$ cat src/usd_pkg.sv
// usd_pkg: shared types, codes and constants for the utf stream decoder
// used by usd_front, usd_queue, usd_back and utf_stream_decoder_unit
`timescale 1ns / 1ps

package usd_pkg;

    // default depth of the queue between front and back
    localparam int unsigned QUEUE_DEPTH = 4;

    localparam int unsigned CFG_IDX_W  = 1;
    localparam int unsigned CFG_DATA_W = 3;

    typedef enum logic [CFG_IDX_W-1:0] {
        CFG_SOURCE_FORMAT = 1'b0,
        CFG_STRICT_MODE   = 1'b1
    } t_cfg_idx;

    typedef enum logic [2:0] {
        FMT_UTF8    = 3'd0,
        FMT_UTF16LE = 3'd1,
        FMT_UTF16BE = 3'd2,
        FMT_UTF32LE = 3'd3,
        FMT_UTF32BE = 3'd4
    } t_fmt;

    typedef enum logic [1:0] {
        ST_OK        = 2'd0,
        ST_ILLEGAL   = 2'd1,
        ST_TRUNC     = 2'd2,
        ST_AFTER_ERR = 2'd3
    } t_status;

    // utf-16 unit tags: top six bits of a high or low surrogate
    localparam logic [5:0]  SURR_HIGH_TAG = 6'b110110;
    localparam logic [5:0]  SURR_LOW_TAG  = 6'b110111;
    // 0xd800..0xdfff shifted right by 11
    localparam logic [20:0] SURR_BLOCK    = 21'h00001B;
    localparam logic [20:0] SUPP_BASE     = 21'h010000;

    localparam logic [7:0] LEAD_MIN_LEGAL = 8'hC2;
    localparam logic [7:0] LEAD_MAX_LEGAL = 8'hF4;
    localparam logic [7:0] LEAD_E0        = 8'hE0;
    localparam logic [7:0] LEAD_F0        = 8'hF0;
    localparam logic [7:0] LEAD_F4        = 8'hF4;

    // one classified source byte
    typedef struct packed {
        logic [7:0] data;
        logic       last;
        logic       is_ascii;   // below 0x80
        logic       is_cont;    // 0x80..0xbf
        logic       is_hi;      // 0xc0 and up
        logic [2:0] lead_len;
        logic [4:0] lead_bits;
        logic       lead_bad;
        logic       is_e0;
        logic       is_f0;
        logic       is_f4;
        logic       lt_a0;
        logic       lt_90;
        logic       gt_8f;
    } t_item;

    typedef struct packed {
        logic  valid;
        t_item item;
    } t_item_xfer;

    typedef struct packed {
        logic [31:0] code_point;
        t_status     status;
        logic        eob;
    } t_result;

    typedef struct packed {
        logic                  valid;
        logic [CFG_IDX_W-1:0]  index;
        logic [CFG_DATA_W-1:0] data;
    } t_cfg_wr;

endpackage

$ cat src/usd_front.sv
// usd_front: takes the input request and classifies the byte for the back end
// depends on usd_pkg
`timescale 1ns / 1ps

module usd_front (
    input  logic              i_in_valid,
    input  logic [7:0]        i_data_byte,
    input  logic              i_last_byte,
    input  logic              i_full,
    output logic              o_in_stall,
    output usd_pkg::t_item_xfer o_push
);

    logic [7:0] b;
    usd_pkg::t_item it;

    assign b = i_data_byte;

    always_comb begin
        it           = '0;
        it.data      = b;
        it.last      = i_last_byte;
        it.is_ascii  = (b[7] == 1'b0);
        it.is_cont   = (b[7:6] == 2'b10);
        it.is_hi     = (b[7:6] == 2'b11);
        it.is_e0     = (b == usd_pkg::LEAD_E0);
        it.is_f0     = (b == usd_pkg::LEAD_F0);
        it.is_f4     = (b == usd_pkg::LEAD_F4);
        it.lt_a0     = (b < 8'hA0);
        it.lt_90     = (b < 8'h90);
        it.gt_8f     = (b > 8'h8F);
        it.lead_bad  = (b < usd_pkg::LEAD_MIN_LEGAL) || (b > usd_pkg::LEAD_MAX_LEGAL);
        if (b inside {[8'hC0:8'hDF]}) begin
            it.lead_len  = 3'd2;
            it.lead_bits = b[4:0];
        end else if (b inside {[8'hE0:8'hEF]}) begin
            it.lead_len  = 3'd3;
            it.lead_bits = {1'b0, b[3:0]};
        end else if (b inside {[8'hF0:8'hF7]}) begin
            it.lead_len  = 3'd4;
            it.lead_bits = {2'b00, b[2:0]};
        end else if (b inside {[8'hF8:8'hFB]}) begin
            it.lead_len  = 3'd5;
            it.lead_bits = {3'b000, b[1:0]};
        end else begin
            it.lead_len  = 3'd6;
            it.lead_bits = {4'b0000, b[0]};
        end
    end

    assign o_in_stall   = i_full;
    assign o_push.valid = i_in_valid && !i_full;
    assign o_push.item  = it;

endmodule

$ cat src/usd_queue.sv
// usd_queue: short fifo of classified bytes between front and back
// depends on usd_pkg
`timescale 1ns / 1ps

module usd_queue #(
    parameter int unsigned Depth = usd_pkg::QUEUE_DEPTH
) (
    input  logic                i_clk,
    input  logic                i_rst_n,
    input  usd_pkg::t_item_xfer i_push,
    output logic                o_full,
    input  logic                i_pop,
    output usd_pkg::t_item_xfer o_head
);

    localparam int unsigned PtrW = (Depth > 1) ? $clog2(Depth) : 1;
    localparam int unsigned CntW = $clog2(Depth + 1);

    usd_pkg::t_item r_mem [Depth];
    logic [PtrW-1:0] r_wr, n_wr;
    logic [PtrW-1:0] r_rd, n_rd;
    logic [CntW-1:0] r_cnt, n_cnt;
    logic            push;
    logic            pop;

    assign push = i_push.valid && !o_full;
    assign pop  = i_pop && (r_cnt != '0);

    always_comb begin
        n_wr  = r_wr;
        n_rd  = r_rd;
        if (push) begin
            n_wr = (r_wr == PtrW'(Depth - 1)) ? '0 : r_wr + PtrW'(1);
        end
        if (pop) begin
            n_rd = (r_rd == PtrW'(Depth - 1)) ? '0 : r_rd + PtrW'(1);
        end
        n_cnt = r_cnt + CntW'(push) - CntW'(pop);
    end

    always_ff @(posedge i_clk) begin
        if (!i_rst_n) begin
            r_wr  <= '0;
            r_rd  <= '0;
            r_cnt <= '0;
        end else begin
            r_wr  <= n_wr;
            r_rd  <= n_rd;
            r_cnt <= n_cnt;
        end
    end

    always_ff @(posedge i_clk) begin
        if (push) begin
            r_mem[r_wr] <= i_push.item;
        end
    end

    assign o_full       = (r_cnt == CntW'(Depth));
    assign o_head.valid = (r_cnt != '0);
    assign o_head.item  = r_mem[r_rd];

endmodule

$ cat src/usd_back.sv
// usd_back: decode state, configuration registers and the two-entry result buffer
// depends on usd_pkg
`timescale 1ns / 1ps

module usd_back (
    input  logic                i_clk,
    input  logic                i_rst_n,
    input  usd_pkg::t_cfg_wr    i_cfg,
    input  usd_pkg::t_item_xfer i_head,
    output logic                o_pop,
    input  logic                i_out_stall,
    output logic                o_out_valid,
    output usd_pkg::t_result    o_result
);

    // configuration
    logic [2:0]  r_fmt;
    logic        r_strict;

    // decode state
    logic [31:0] r_asm, n_asm;
    logic        r_bad, n_bad;
    logic        r_e0, n_e0;
    logic        r_f0, n_f0;
    logic        r_f4, n_f4;
    logic [2:0]  r_cnt, n_cnt;
    logic [2:0]  r_exp, n_exp;
    logic        r_pv, n_pv;
    logic [9:0]  r_ph, n_ph;
    logic        r_disc, n_disc;

    // result buffer
    usd_pkg::t_result r_ob [2];
    usd_pkg::t_result n_ob [2];
    logic [1:0]  r_ob_cnt, n_ob_cnt;

    usd_pkg::t_item   it;
    usd_pkg::t_result res0, res1, emit;
    logic [1:0]  nres;
    logic        clr;
    logic        bad_b;
    logic        u8_bad;
    logic [2:0]  cnt_inc;
    logic [20:0] payload;
    logic [15:0] u16;
    logic [31:0] w32;
    logic [1:0]  k32;
    logic        u_low;
    logic        u_high;
    logic        pop;
    logic [1:0]  free;
    logic        go;
    logic [1:0]  base_cnt;

    assign it      = i_head.item;
    assign cnt_inc = r_cnt + 3'd1;
    assign payload = {r_asm[14:0], it.data[5:0]};
    assign u16     = (r_fmt == usd_pkg::FMT_UTF16BE) ? {r_asm[7:0], it.data}
                                                     : {it.data, r_asm[7:0]};
    assign u_low   = (u16[15:10] == usd_pkg::SURR_LOW_TAG);
    assign u_high  = (u16[15:10] == usd_pkg::SURR_HIGH_TAG);
    assign k32     = r_cnt[1:0];
    assign w32     = (r_fmt == usd_pkg::FMT_UTF32BE) ? {r_asm[23:0], it.data}
                   : (r_asm | ({24'd0, it.data} << {k32, 3'b000}));

    // second-byte range depends on the lead; later bytes must be continuation bytes
    always_comb begin
        if (it.is_hi) begin
            bad_b = 1'b1;
        end else if (r_cnt != 3'd1) begin
            bad_b = !it.is_cont;
        end else if (r_e0) begin
            bad_b = it.lt_a0;
        end else if (r_f0) begin
            bad_b = it.lt_90;
        end else if (r_f4) begin
            bad_b = it.gt_8f;
        end else begin
            bad_b = it.is_ascii;
        end
    end

    assign u8_bad = r_bad || bad_b;

    always_comb begin
        n_asm  = r_asm;
        n_bad  = r_bad;
        n_e0   = r_e0;
        n_f0   = r_f0;
        n_f4   = r_f4;
        n_cnt  = r_cnt;
        n_exp  = r_exp;
        n_pv   = r_pv;
        n_ph   = r_ph;
        n_disc = r_disc;
        res0   = '0;
        res1   = '0;
        emit   = '0;
        nres   = 2'd0;
        clr    = 1'b0;

        if (r_disc) begin
            if (it.last) begin
                res0.status = usd_pkg::ST_AFTER_ERR;
                nres        = 2'd1;
            end
        end else begin
            case (r_fmt)
                usd_pkg::FMT_UTF8: begin
                    if (r_cnt == 3'd0) begin
                        if (it.is_ascii) begin
                            res0.code_point = {24'd0, it.data};
                            res0.status     = usd_pkg::ST_OK;
                            nres            = 2'd1;
                        end else if (it.is_cont) begin
                            res0.status = usd_pkg::ST_ILLEGAL;
                            nres        = 2'd1;
                            clr         = 1'b1;
                            n_disc      = 1'b1;
                        end else begin
                            n_asm = {27'd0, it.lead_bits};
                            n_bad = it.lead_bad;
                            n_e0  = it.is_e0;
                            n_f0  = it.is_f0;
                            n_f4  = it.is_f4;
                            n_exp = it.lead_len;
                            n_cnt = 3'd1;
                        end
                    end else begin
                        n_asm = {11'd0, payload};
                        n_bad = u8_bad;
                        n_cnt = cnt_inc;
                        if (cnt_inc >= r_exp) begin
                            clr  = 1'b1;
                            nres = 2'd1;
                            if (u8_bad) begin
                                res0.status = usd_pkg::ST_ILLEGAL;
                                n_disc      = 1'b1;
                            end else begin
                                res0.code_point = {11'd0, payload};
                                res0.status     = usd_pkg::ST_OK;
                            end
                        end
                    end
                end
                usd_pkg::FMT_UTF16LE, usd_pkg::FMT_UTF16BE: begin
                    if (r_cnt == 3'd0) begin
                        n_asm = {24'd0, it.data};
                        n_cnt = 3'd1;
                    end else begin
                        n_asm = '0;
                        n_cnt = 3'd0;
                        n_pv  = 1'b0;
                        if (r_pv && u_low) begin
                            res0.code_point = {11'd0, usd_pkg::SUPP_BASE + {r_ph, u16[9:0]}};
                            res0.status     = usd_pkg::ST_OK;
                            nres            = 2'd1;
                        end else if (r_pv && r_strict) begin
                            res0.status = usd_pkg::ST_ILLEGAL;
                            nres        = 2'd1;
                            clr         = 1'b1;
                            n_disc      = 1'b1;
                        end else begin
                            // lenient unpaired high goes out first, the unit then stands alone
                            if (r_pv) begin
                                res0.code_point = {16'd0, usd_pkg::SURR_HIGH_TAG, r_ph};
                                res0.status     = usd_pkg::ST_OK;
                                nres            = 2'd1;
                            end
                            if (u_high) begin
                                n_pv = 1'b1;
                                n_ph = u16[9:0];
                            end else begin
                                if (r_strict && u_low) begin
                                    emit.status = usd_pkg::ST_ILLEGAL;
                                    clr         = 1'b1;
                                    n_disc      = 1'b1;
                                end else begin
                                    emit.code_point = {16'd0, u16};
                                    emit.status     = usd_pkg::ST_OK;
                                end
                                if (nres == 2'd0) begin
                                    res0 = emit;
                                end else begin
                                    res1 = emit;
                                end
                                nres = nres + 2'd1;
                            end
                        end
                    end
                end
                usd_pkg::FMT_UTF32LE, usd_pkg::FMT_UTF32BE: begin
                    n_asm = w32;
                    if (k32 != 2'd3) begin
                        n_cnt = {1'b0, k32} + 3'd1;
                    end else begin
                        clr  = 1'b1;
                        nres = 2'd1;
                        if (r_strict && (w32[31:11] == usd_pkg::SURR_BLOCK)) begin
                            res0.status = usd_pkg::ST_ILLEGAL;
                            n_disc      = 1'b1;
                        end else begin
                            res0.code_point = w32;
                            res0.status     = usd_pkg::ST_OK;
                        end
                    end
                end
                default: begin
                    res0.status = usd_pkg::ST_ILLEGAL;
                    nres        = 2'd1;
                    clr         = 1'b1;
                    n_disc      = 1'b1;
                end
            endcase

            if (clr) begin
                n_asm = '0;
                n_bad = 1'b0;
                n_e0  = 1'b0;
                n_f0  = 1'b0;
                n_f4  = 1'b0;
                n_cnt = 3'd0;
                n_exp = 3'd0;
                n_pv  = 1'b0;
                n_ph  = '0;
            end

            // buffer ends inside a sequence or after a high surrogate
            if (it.last && !n_disc && ((n_cnt != 3'd0) || n_pv)) begin
                if (nres == 2'd0) begin
                    res0.status = usd_pkg::ST_TRUNC;
                end else begin
                    res1.status = usd_pkg::ST_TRUNC;
                end
                nres = nres + 2'd1;
            end
        end

        res0.eob = it.last && (nres == 2'd1);
        res1.eob = it.last && (nres == 2'd2);

        if (it.last) begin
            n_asm  = '0;
            n_bad  = 1'b0;
            n_e0   = 1'b0;
            n_f0   = 1'b0;
            n_f4   = 1'b0;
            n_cnt  = 3'd0;
            n_exp  = 3'd0;
            n_pv   = 1'b0;
            n_ph   = '0;
            n_disc = 1'b0;
        end
    end

    // take the next byte only when the buffer has room for all its results
    assign pop      = (r_ob_cnt != 2'd0) && !i_out_stall;
    assign free     = 2'd2 - r_ob_cnt + {1'b0, pop};
    assign go       = i_head.valid && (nres <= free);
    assign base_cnt = r_ob_cnt - {1'b0, pop};

    always_comb begin
        n_ob[0]  = pop ? r_ob[1] : r_ob[0];
        n_ob[1]  = r_ob[1];
        n_ob_cnt = base_cnt;
        if (go) begin
            case (base_cnt)
                2'd0: begin
                    n_ob[0] = res0;
                    n_ob[1] = res1;
                end
                2'd1: begin
                    n_ob[1] = res0;
                end
                default: begin
                end
            endcase
            n_ob_cnt = base_cnt + nres;
        end
    end

    always_ff @(posedge i_clk) begin
        if (!i_rst_n) begin
            r_fmt    <= usd_pkg::FMT_UTF8;
            r_strict <= 1'b0;
            r_asm    <= '0;
            r_bad    <= 1'b0;
            r_e0     <= 1'b0;
            r_f0     <= 1'b0;
            r_f4     <= 1'b0;
            r_cnt    <= '0;
            r_exp    <= '0;
            r_pv     <= 1'b0;
            r_ph     <= '0;
            r_disc   <= 1'b0;
            r_ob_cnt <= '0;
        end else begin
            r_ob_cnt <= n_ob_cnt;
            if (i_cfg.valid && (i_cfg.index == usd_pkg::CFG_SOURCE_FORMAT)) begin
                r_fmt  <= i_cfg.data;
                r_asm  <= '0;
                r_bad  <= 1'b0;
                r_e0   <= 1'b0;
                r_f0   <= 1'b0;
                r_f4   <= 1'b0;
                r_cnt  <= '0;
                r_exp  <= '0;
                r_pv   <= 1'b0;
                r_ph   <= '0;
                r_disc <= 1'b0;
            end else begin
                if (i_cfg.valid && (i_cfg.index == usd_pkg::CFG_STRICT_MODE)) begin
                    r_strict <= i_cfg.data[0];
                end
                if (go) begin
                    r_asm  <= n_asm;
                    r_bad  <= n_bad;
                    r_e0   <= n_e0;
                    r_f0   <= n_f0;
                    r_f4   <= n_f4;
                    r_cnt  <= n_cnt;
                    r_exp  <= n_exp;
                    r_pv   <= n_pv;
                    r_ph   <= n_ph;
                    r_disc <= n_disc;
                end
            end
        end
    end

    always_ff @(posedge i_clk) begin
        r_ob[0] <= n_ob[0];
        r_ob[1] <= n_ob[1];
    end

    assign o_pop       = go;
    assign o_out_valid = (r_ob_cnt != 2'd0);
    assign o_result    = r_ob[0];

endmodule

$ cat src/utf_stream_decoder_unit.sv
// utf_stream_decoder_unit: top level, byte stream in, code points out
// depends on usd_pkg, usd_front, usd_queue and usd_back
//
//  channel | direction | handshake                  | payload
//  --------+-----------+----------------------------+-------------------------------------
//  in      | sink      | i_in_valid / o_in_stall    | i_data_byte, i_last_byte
//  out     | source    | o_out_valid / i_out_stall  | o_code_point, o_status, o_end_of_buffer
//  cfg     | sink      | i_cfg_valid / o_cfg_ready  | i_cfg_index, i_cfg_data
//
// one byte per cycle sustained while the output is not stalled and each byte yields
// at most one result; a result is registered in the queue and then in the result buffer
// a byte that yields two results holds the back end until the two-entry result
// buffer has room for both, which sets the rate under output stalls
// o_in_stall is the queue-full flag, so the input side keeps flowing while a
// result waits; reset is synchronous and clears queue, decode state and buffer
`timescale 1ns / 1ps

module utf_stream_decoder_unit #(
    parameter int unsigned QueueDepth = usd_pkg::QUEUE_DEPTH
) (
    input  logic                           i_clk,
    input  logic                           i_rst_n,
    input  logic                           i_in_valid,
    output logic                           o_in_stall,
    input  logic [7:0]                     i_data_byte,
    input  logic                           i_last_byte,
    output logic                           o_out_valid,
    input  logic                           i_out_stall,
    output logic [31:0]                    o_code_point,
    output logic [1:0]                     o_status,
    output logic                           o_end_of_buffer,
    input  logic                           i_cfg_valid,
    output logic                           o_cfg_ready,
    input  logic [usd_pkg::CFG_IDX_W-1:0]  i_cfg_index,
    input  logic [usd_pkg::CFG_DATA_W-1:0] i_cfg_data
);

    usd_pkg::t_item_xfer push;
    usd_pkg::t_item_xfer q_head;
    usd_pkg::t_cfg_wr    cfg;
    usd_pkg::t_result    result;
    logic                q_full;
    logic                back_pop;

    assign o_cfg_ready = 1'b1;
    assign cfg.valid   = i_cfg_valid;
    assign cfg.index   = i_cfg_index;
    assign cfg.data    = i_cfg_data;

    usd_front u_front (
        .i_in_valid  (i_in_valid),
        .i_data_byte (i_data_byte),
        .i_last_byte (i_last_byte),
        .i_full      (q_full),
        .o_in_stall  (o_in_stall),
        .o_push      (push)
    );

    usd_queue #(
        .Depth (QueueDepth)
    ) u_queue (
        .i_clk   (i_clk),
        .i_rst_n (i_rst_n),
        .i_push  (push),
        .o_full  (q_full),
        .i_pop   (back_pop),
        .o_head  (q_head)
    );

    usd_back u_back (
        .i_clk       (i_clk),
        .i_rst_n     (i_rst_n),
        .i_cfg       (cfg),
        .i_head      (q_head),
        .o_pop       (back_pop),
        .i_out_stall (i_out_stall),
        .o_out_valid (o_out_valid),
        .o_result    (result)
    );

    assign o_code_point    = result.code_point;
    assign o_status        = result.status;
    assign o_end_of_buffer = result.eob;

    // the back end never takes a byte the queue does not hold
    a_pop_has_item: assert property (@(posedge i_clk) disable iff (!i_rst_n)
        back_pop |-> q_head.valid)
        else $error("back end popped an empty queue");

    // after reset the result buffer is empty
    a_reset_clears_out: assert property (@(posedge i_clk)
        !i_rst_n |=> !o_out_valid)
        else $error("result pending right after reset");

    // truncated and ended-after-error results only come from the last byte
    a_trunc_is_end: assert property (@(posedge i_clk) disable iff (!i_rst_n)
        (o_out_valid && (o_status == usd_pkg::ST_TRUNC)) |-> o_end_of_buffer)
        else $error("truncated result without end of buffer");

    a_after_err_is_end: assert property (@(posedge i_clk) disable iff (!i_rst_n)
        (o_out_valid && (o_status == usd_pkg::ST_AFTER_ERR)) |-> o_end_of_buffer)
        else $error("after-error result without end of buffer");

endmodule
$ cat config.mk
export PLATFORM = sky130hd
export DESIGN_NAME = utf_stream_decoder_unit
export DESIGN_NICKNAME = d
export VERILOG_FILES = /design/src/usd_pkg.sv /design/src/usd_front.sv /design/src/usd_queue.sv /design/src/usd_back.sv /design/src/utf_stream_decoder_unit.sv
export SDC_FILE = /design/constraint.sdc
export NUM_CORES = 1
export LEC_CHECK = 0
export BUFFER_PORTS_ARGS = -buffer_cell sky130_fd_sc_hd__buf_2
export CAP_MARGIN = 20
export CORE_UTILIZATION = 37
export CTS_CLUSTER_DIAMETER = 30
export DETAILED_ROUTE_END_ITERATION = 12
export PLACE_DENSITY = 0.62
export SYNTH_ARGS = -nofsm -noshare
export SYNTH_HDL_FRONTEND = slang
export SYNTH_HIERARCHICAL = 1
export SYNTH_SLANG_ARGS = --single-unit
export TNS_END_PERCENT = 1
$ cat constraint.sdc
create_clock -name i_clk -period 5.2 [get_ports i_clk]
set_input_delay 0.78 -clock i_clk [delete_from_list [all_inputs] [get_ports i_clk]]
set_output_delay 0.78 -clock i_clk [all_outputs]
set_load 0.1 [all_outputs]
==> run_results.csv <==
group,metric,value,unit
final_layout,antennaDiodeCount,0,
drt,vias_per_cell,5.619,
final_layout,flow.area_growth_from_synthesis,18.79,%
power,total_power,9.782,mW
power,cellPowerDensity,644.0,nW/um2
timing,fin_crit_sh,0.9482,
synthesis,syn_area,12790,um2
power,cellLeakagePower,5.561,nW
clocking,cts_hold_buffers,0,
placed_design,buffer_ports.inserted,54,
drt,number_of_drc_violations_after_detailed_routing_iteration_0,799,
worst_setup_path,reg2reg_to,"u_queue/r_cnt[2]$_SDFF_PN0_",
worst_setup_path,regToRegSetupSlack,0.27,ns
global_route,first_global_vias,9804,
synthesis,synth.largest_area_cell,"sky130_fd_sc_hd__edfxtp_1",
hold_path,timing.hold.worst_endpoint,"u_queue/r_mem[1][18]$_DFFE_PP_",
clocking,cts.sink_count,247,
drt,detail_route.drc_violations,0,
clocking,insertion_delay,0.56,ns
global_route,grt_usage,0.1910,
clocking,cts_buffers,52,
drt,route.antenna.remaining_nets,0,
die,die_x,187.9,um
drt,wl_per_cell,19.29,um
timing,final-max-slew-violation-count,0,
clocking,htree_num_levels,2,
worst_setup_path,setup.worst_path.class,"flop to flop",
worst_setup_path,worst_path_dominant_cell_family,"adder cells",
die,floorplan.die.height,187.9,um
die,std_cell_rows,67,
placed_design,place_worst_setup_slack,-0.01274,ns
die,boundaryPins,56,
clocking,max-clock-path-buffers,3,
hold_path,worst_hold_startpoint,"i_last_byte",
hold_path,worstHoldPathCells,1,
status,run_status,"finished, final reports clean",
timing,setup_viol,0,
hold_path,hold_path_class,"primary input to flop",
timing,finalHoldViolations,0,
final_layout,commonest_non_fill_non_tap_cells_in_the_layout,"143 x sky130_fd_sc_hd__edfxtp_1, 114 x sky130_fd_sc_hd__nand2_1, 106 x sky130_fd_sc_hd__a21oi_1",
final_layout,mostFrequentLayoutCell,"sky130_fd_sc_hd__edfxtp_1",
clocking,post_cts_setup_buffers,0,
synthesis,async_flop_share,0,
worst_setup_path,worst_ep_required_time,5.64,ns
timing,rsz_0062_raised_after_global_routing,"no",
synthesis,post_synth.cell_area_avg,10.52,um2
timing,fmax,202.8,MHz
timing,layout_min_cycle_time,4.931,ns
worst_setup_path,critPathBufInv,5,
global_route,grt_max_degree,65,
die,die_area,35310,um2
synthesis,synth_top_flop_cell,"sky130_fd_sc_hd__edfxtp_1",
worst_setup_path,worst_path_largest_cell_delay,0.51,ns
flow_run,cap_viol_max_count,0,
placed_design,weighted_congestion_at_the_end_of_routability_driven_global_placement,0.9495,
global_route,grt_antenna_before_repair,0,
global_route,globalRouteOverflowTotal,0,
synthesis,post_synth_main_area_contributors,"sky130_fd_sc_hd__edfxtp_1 34%, sky130_fd_sc_hd__dfxtp_1 16%, sky130_fd_sc_hd__mux2i_1 4.5%",
drt,drt_first_pass_iters,6,
worst_setup_path,startpoint_types,"flop",
die,initial_utilization,0.3785,
synthesis,synth_nets,1258,
synthesis,postSynthRegisterBits,247,
timing,setup_tns,0,ns
timing,slew_of_the_pin_with_the_lowest_slew_margin,0.9737,ns
synthesis,synthDistinctLibCells,80,
power,vdd.ir_drop.worst,346.2,uV
timing,max_slew_margin,0.3485,
worst_setup_path,worst_setup_path_end_kind,"flop",
synthesis,syn-instance-count,1215,
final_layout,final_core_util,0.4496,
final_layout,layout.filler_cells,3170,
worst_setup_path,slowest_cp_cell,"sky130_fd_sc_hd__mux4_2",
die,core_region_area,33780,um2
synthesis,netlist.area_leader.share,0.3358,
worst_setup_path,timing.critical_path.arrival,5.37,ns
worst_setup_path,ff2ff_path_depth,26,
clocking,clock-root-buffer,"sky130_fd_sc_hd__clkbuf_16",
global_route,global_route_wire_length_before_repair,53870,um
synthesis,seq_area_frac_synth,0.4986,
placed_design,dpl.hpwl,22770,um
synthesis,synth_enable_flop_cells,143,
synthesis,ys.warnings.count,6,
timing,post-route-worst-setup-slack,0.2695,ns
final_layout,num-nets-final,1290,
timing,final.hold.worst_slack,0.4561,ns
timing,layout_skew,0.02933,ns
drt,wirelength_routed,33540,um
final_layout,drive_above_1_share,0.2076,
worst_setup_path,crit_path_max_fanout,6,
drt,via_count,9772,
clocking,clk_pin_slew_worst_paths,0.05,ns
clocking,cts_tree,"built",
## sequential cells by signal (all words and copies together) (netlist names), 2 cells and up, named ones only
register / flops
u_queue/r_mem: 108
u_back/r_ob: 70
u_back/r_asm: 32
u_back/r_ph: 10
u_back/r_cnt: 3
u_back/r_exp: 3
u_back/r_fmt: 3
u_queue/r_cnt: 3
u_back/r_ob_cnt: 2
u_queue/r_rd: 2
u_queue/r_wr: 2
## worst max-delay path by stage
stage / from / end / slack (ns) / cells past startpoint
6_report: flop / u_queue/r_cnt[2]$_SDFF_PN0_ / 0.27 / 26
3_3_place_gp: flop / u_queue/r_cnt[2]$_SDFF_PN0_ / 0.08 / 26
5_1_grt: flop / u_queue/r_cnt[2]$_SDFF_PN0_ / 0.02 / 26
2_1_floorplan: flop / u_queue/r_cnt[2]$_SDFF_PN0_ / 0.05 / 27
4_1_cts: flop / u_queue/r_cnt[2]$_SDFF_PN0_ / 0.02 / 26
3_5_place_dp: flop / u_queue/r_cnt[2]$_SDFF_PN0_ / -0.01 / 26
## final cells by class
| cell class | count | area, um2 | area share |
|---|---|---|---|
| clock buffer | 64 | 1408 | 0.09267 |
| clock inverter | 34 | 360.3 | 0.02372 |
| inverter | 29 | 108.9 | 0.007166 |
| multi-input combinational | 798 | 5577 | 0.3671 |
| sequential | 247 | 6380 | 0.4200 |
| tap | 448 | 560.5 | 0.03690 |
| timing repair buffer | 119 | 795.8 | 0.05239 |
## per-layer routing
metal / global-route usage / up-vias / routed length [um]
met5: 0 / - / 0
met2: 0.3110 / 356 / 15500
met3: 0.02938 / 83 / 2045
met1: 0.2511 / 4751 / 14780
met4: 0.08443 / 0 / 1218
li1: - / 4582 / -
## timing repair
action | 4_1_cts | 5_1_grt
setup endpoints to repair | 1 | 67
pin swaps | 0 | 3
resized for setup | 2 | 10
## logic make-up (layout without fill, tap and decap cells)
logic type / after synthesis / count (layout) / share of synthesized area
AOI/OAI and AO/OA: 301 / 301 / 0.1554
xor gates and xnor gates: 10 / 10 / 0.007437
adders and majority gates: 25 / 25 / 0.02505
buffers and inverters: 170 / 246 / 0.07074
DFF: 247 / 247 / 0.4986
muxes: 85 / 85 / 0.09511
other: 1 / 1 / 0.0002933
and+or+nand+nor: 376 / 376 / 0.1474
## synth_stat cells, types with 5 or more instances
library cell                  n
sky130_fd_sc_hd__edfxtp_1   143
sky130_fd_sc_hd__nand2_1    115
sky130_fd_sc_hd__a21oi_1    106
sky130_fd_sc_hd__dfxtp_1    104
sky130_fd_sc_hd__nor2_1      83
sky130_fd_sc_hd__clkbuf_1    66
sky130_fd_sc_hd__mux2i_1     57
sky130_fd_sc_hd__buf_4       50
sky130_fd_sc_hd__or3_1       47
sky130_fd_sc_hd__o21ai_0     36
sky130_fd_sc_hd__o22ai_1     34
sky130_fd_sc_hd__inv_1       29
sky130_fd_sc_hd__ha_1        24
sky130_fd_sc_hd__nor3_1      23
sky130_fd_sc_hd__a22oi_1     20
sky130_fd_sc_hd__mux4_2      20
sky130_fd_sc_hd__nand2b_1    18
sky130_fd_sc_hd__nand3_1     18
sky130_fd_sc_hd__a221oi_1    17
sky130_fd_sc_hd__o2bb2ai_1   17
sky130_fd_sc_hd__and2_1      14
sky130_fd_sc_hd__buf_2       12
sky130_fd_sc_hd__nor2b_1     11
sky130_fd_sc_hd__nor3b_1      9
sky130_fd_sc_hd__a211oi_1     8
sky130_fd_sc_hd__nor4_1       8
sky130_fd_sc_hd__a221o_1      7
sky130_fd_sc_hd__mux4_1       7
sky130_fd_sc_hd__or2_2        7
sky130_fd_sc_hd__a32oi_1      6
sky130_fd_sc_hd__buf_1        6
sky130_fd_sc_hd__xnor2_1      6
sky130_fd_sc_hd__o211ai_1     5
sky130_fd_sc_hd__o21ai_1      5
## power by group
group / internal [mW] / switching, mW
Sequential: 2.58 / 0.173
Combinational: 1.19 / 2.60
Clock: 2.14 / 1.10
Total: 5.91 / 3.87
## through the flow
step	cells	cell area, um2
4_1_cts	1738	15150
3_3_place_gp	1639	13370
6_report	1739	15190
5_1_grt	1739	15190
3_5_place_dp	1640	13370
2_1_floorplan	1215	12810
No activity file was read; power rests on OpenSTA's default activity.
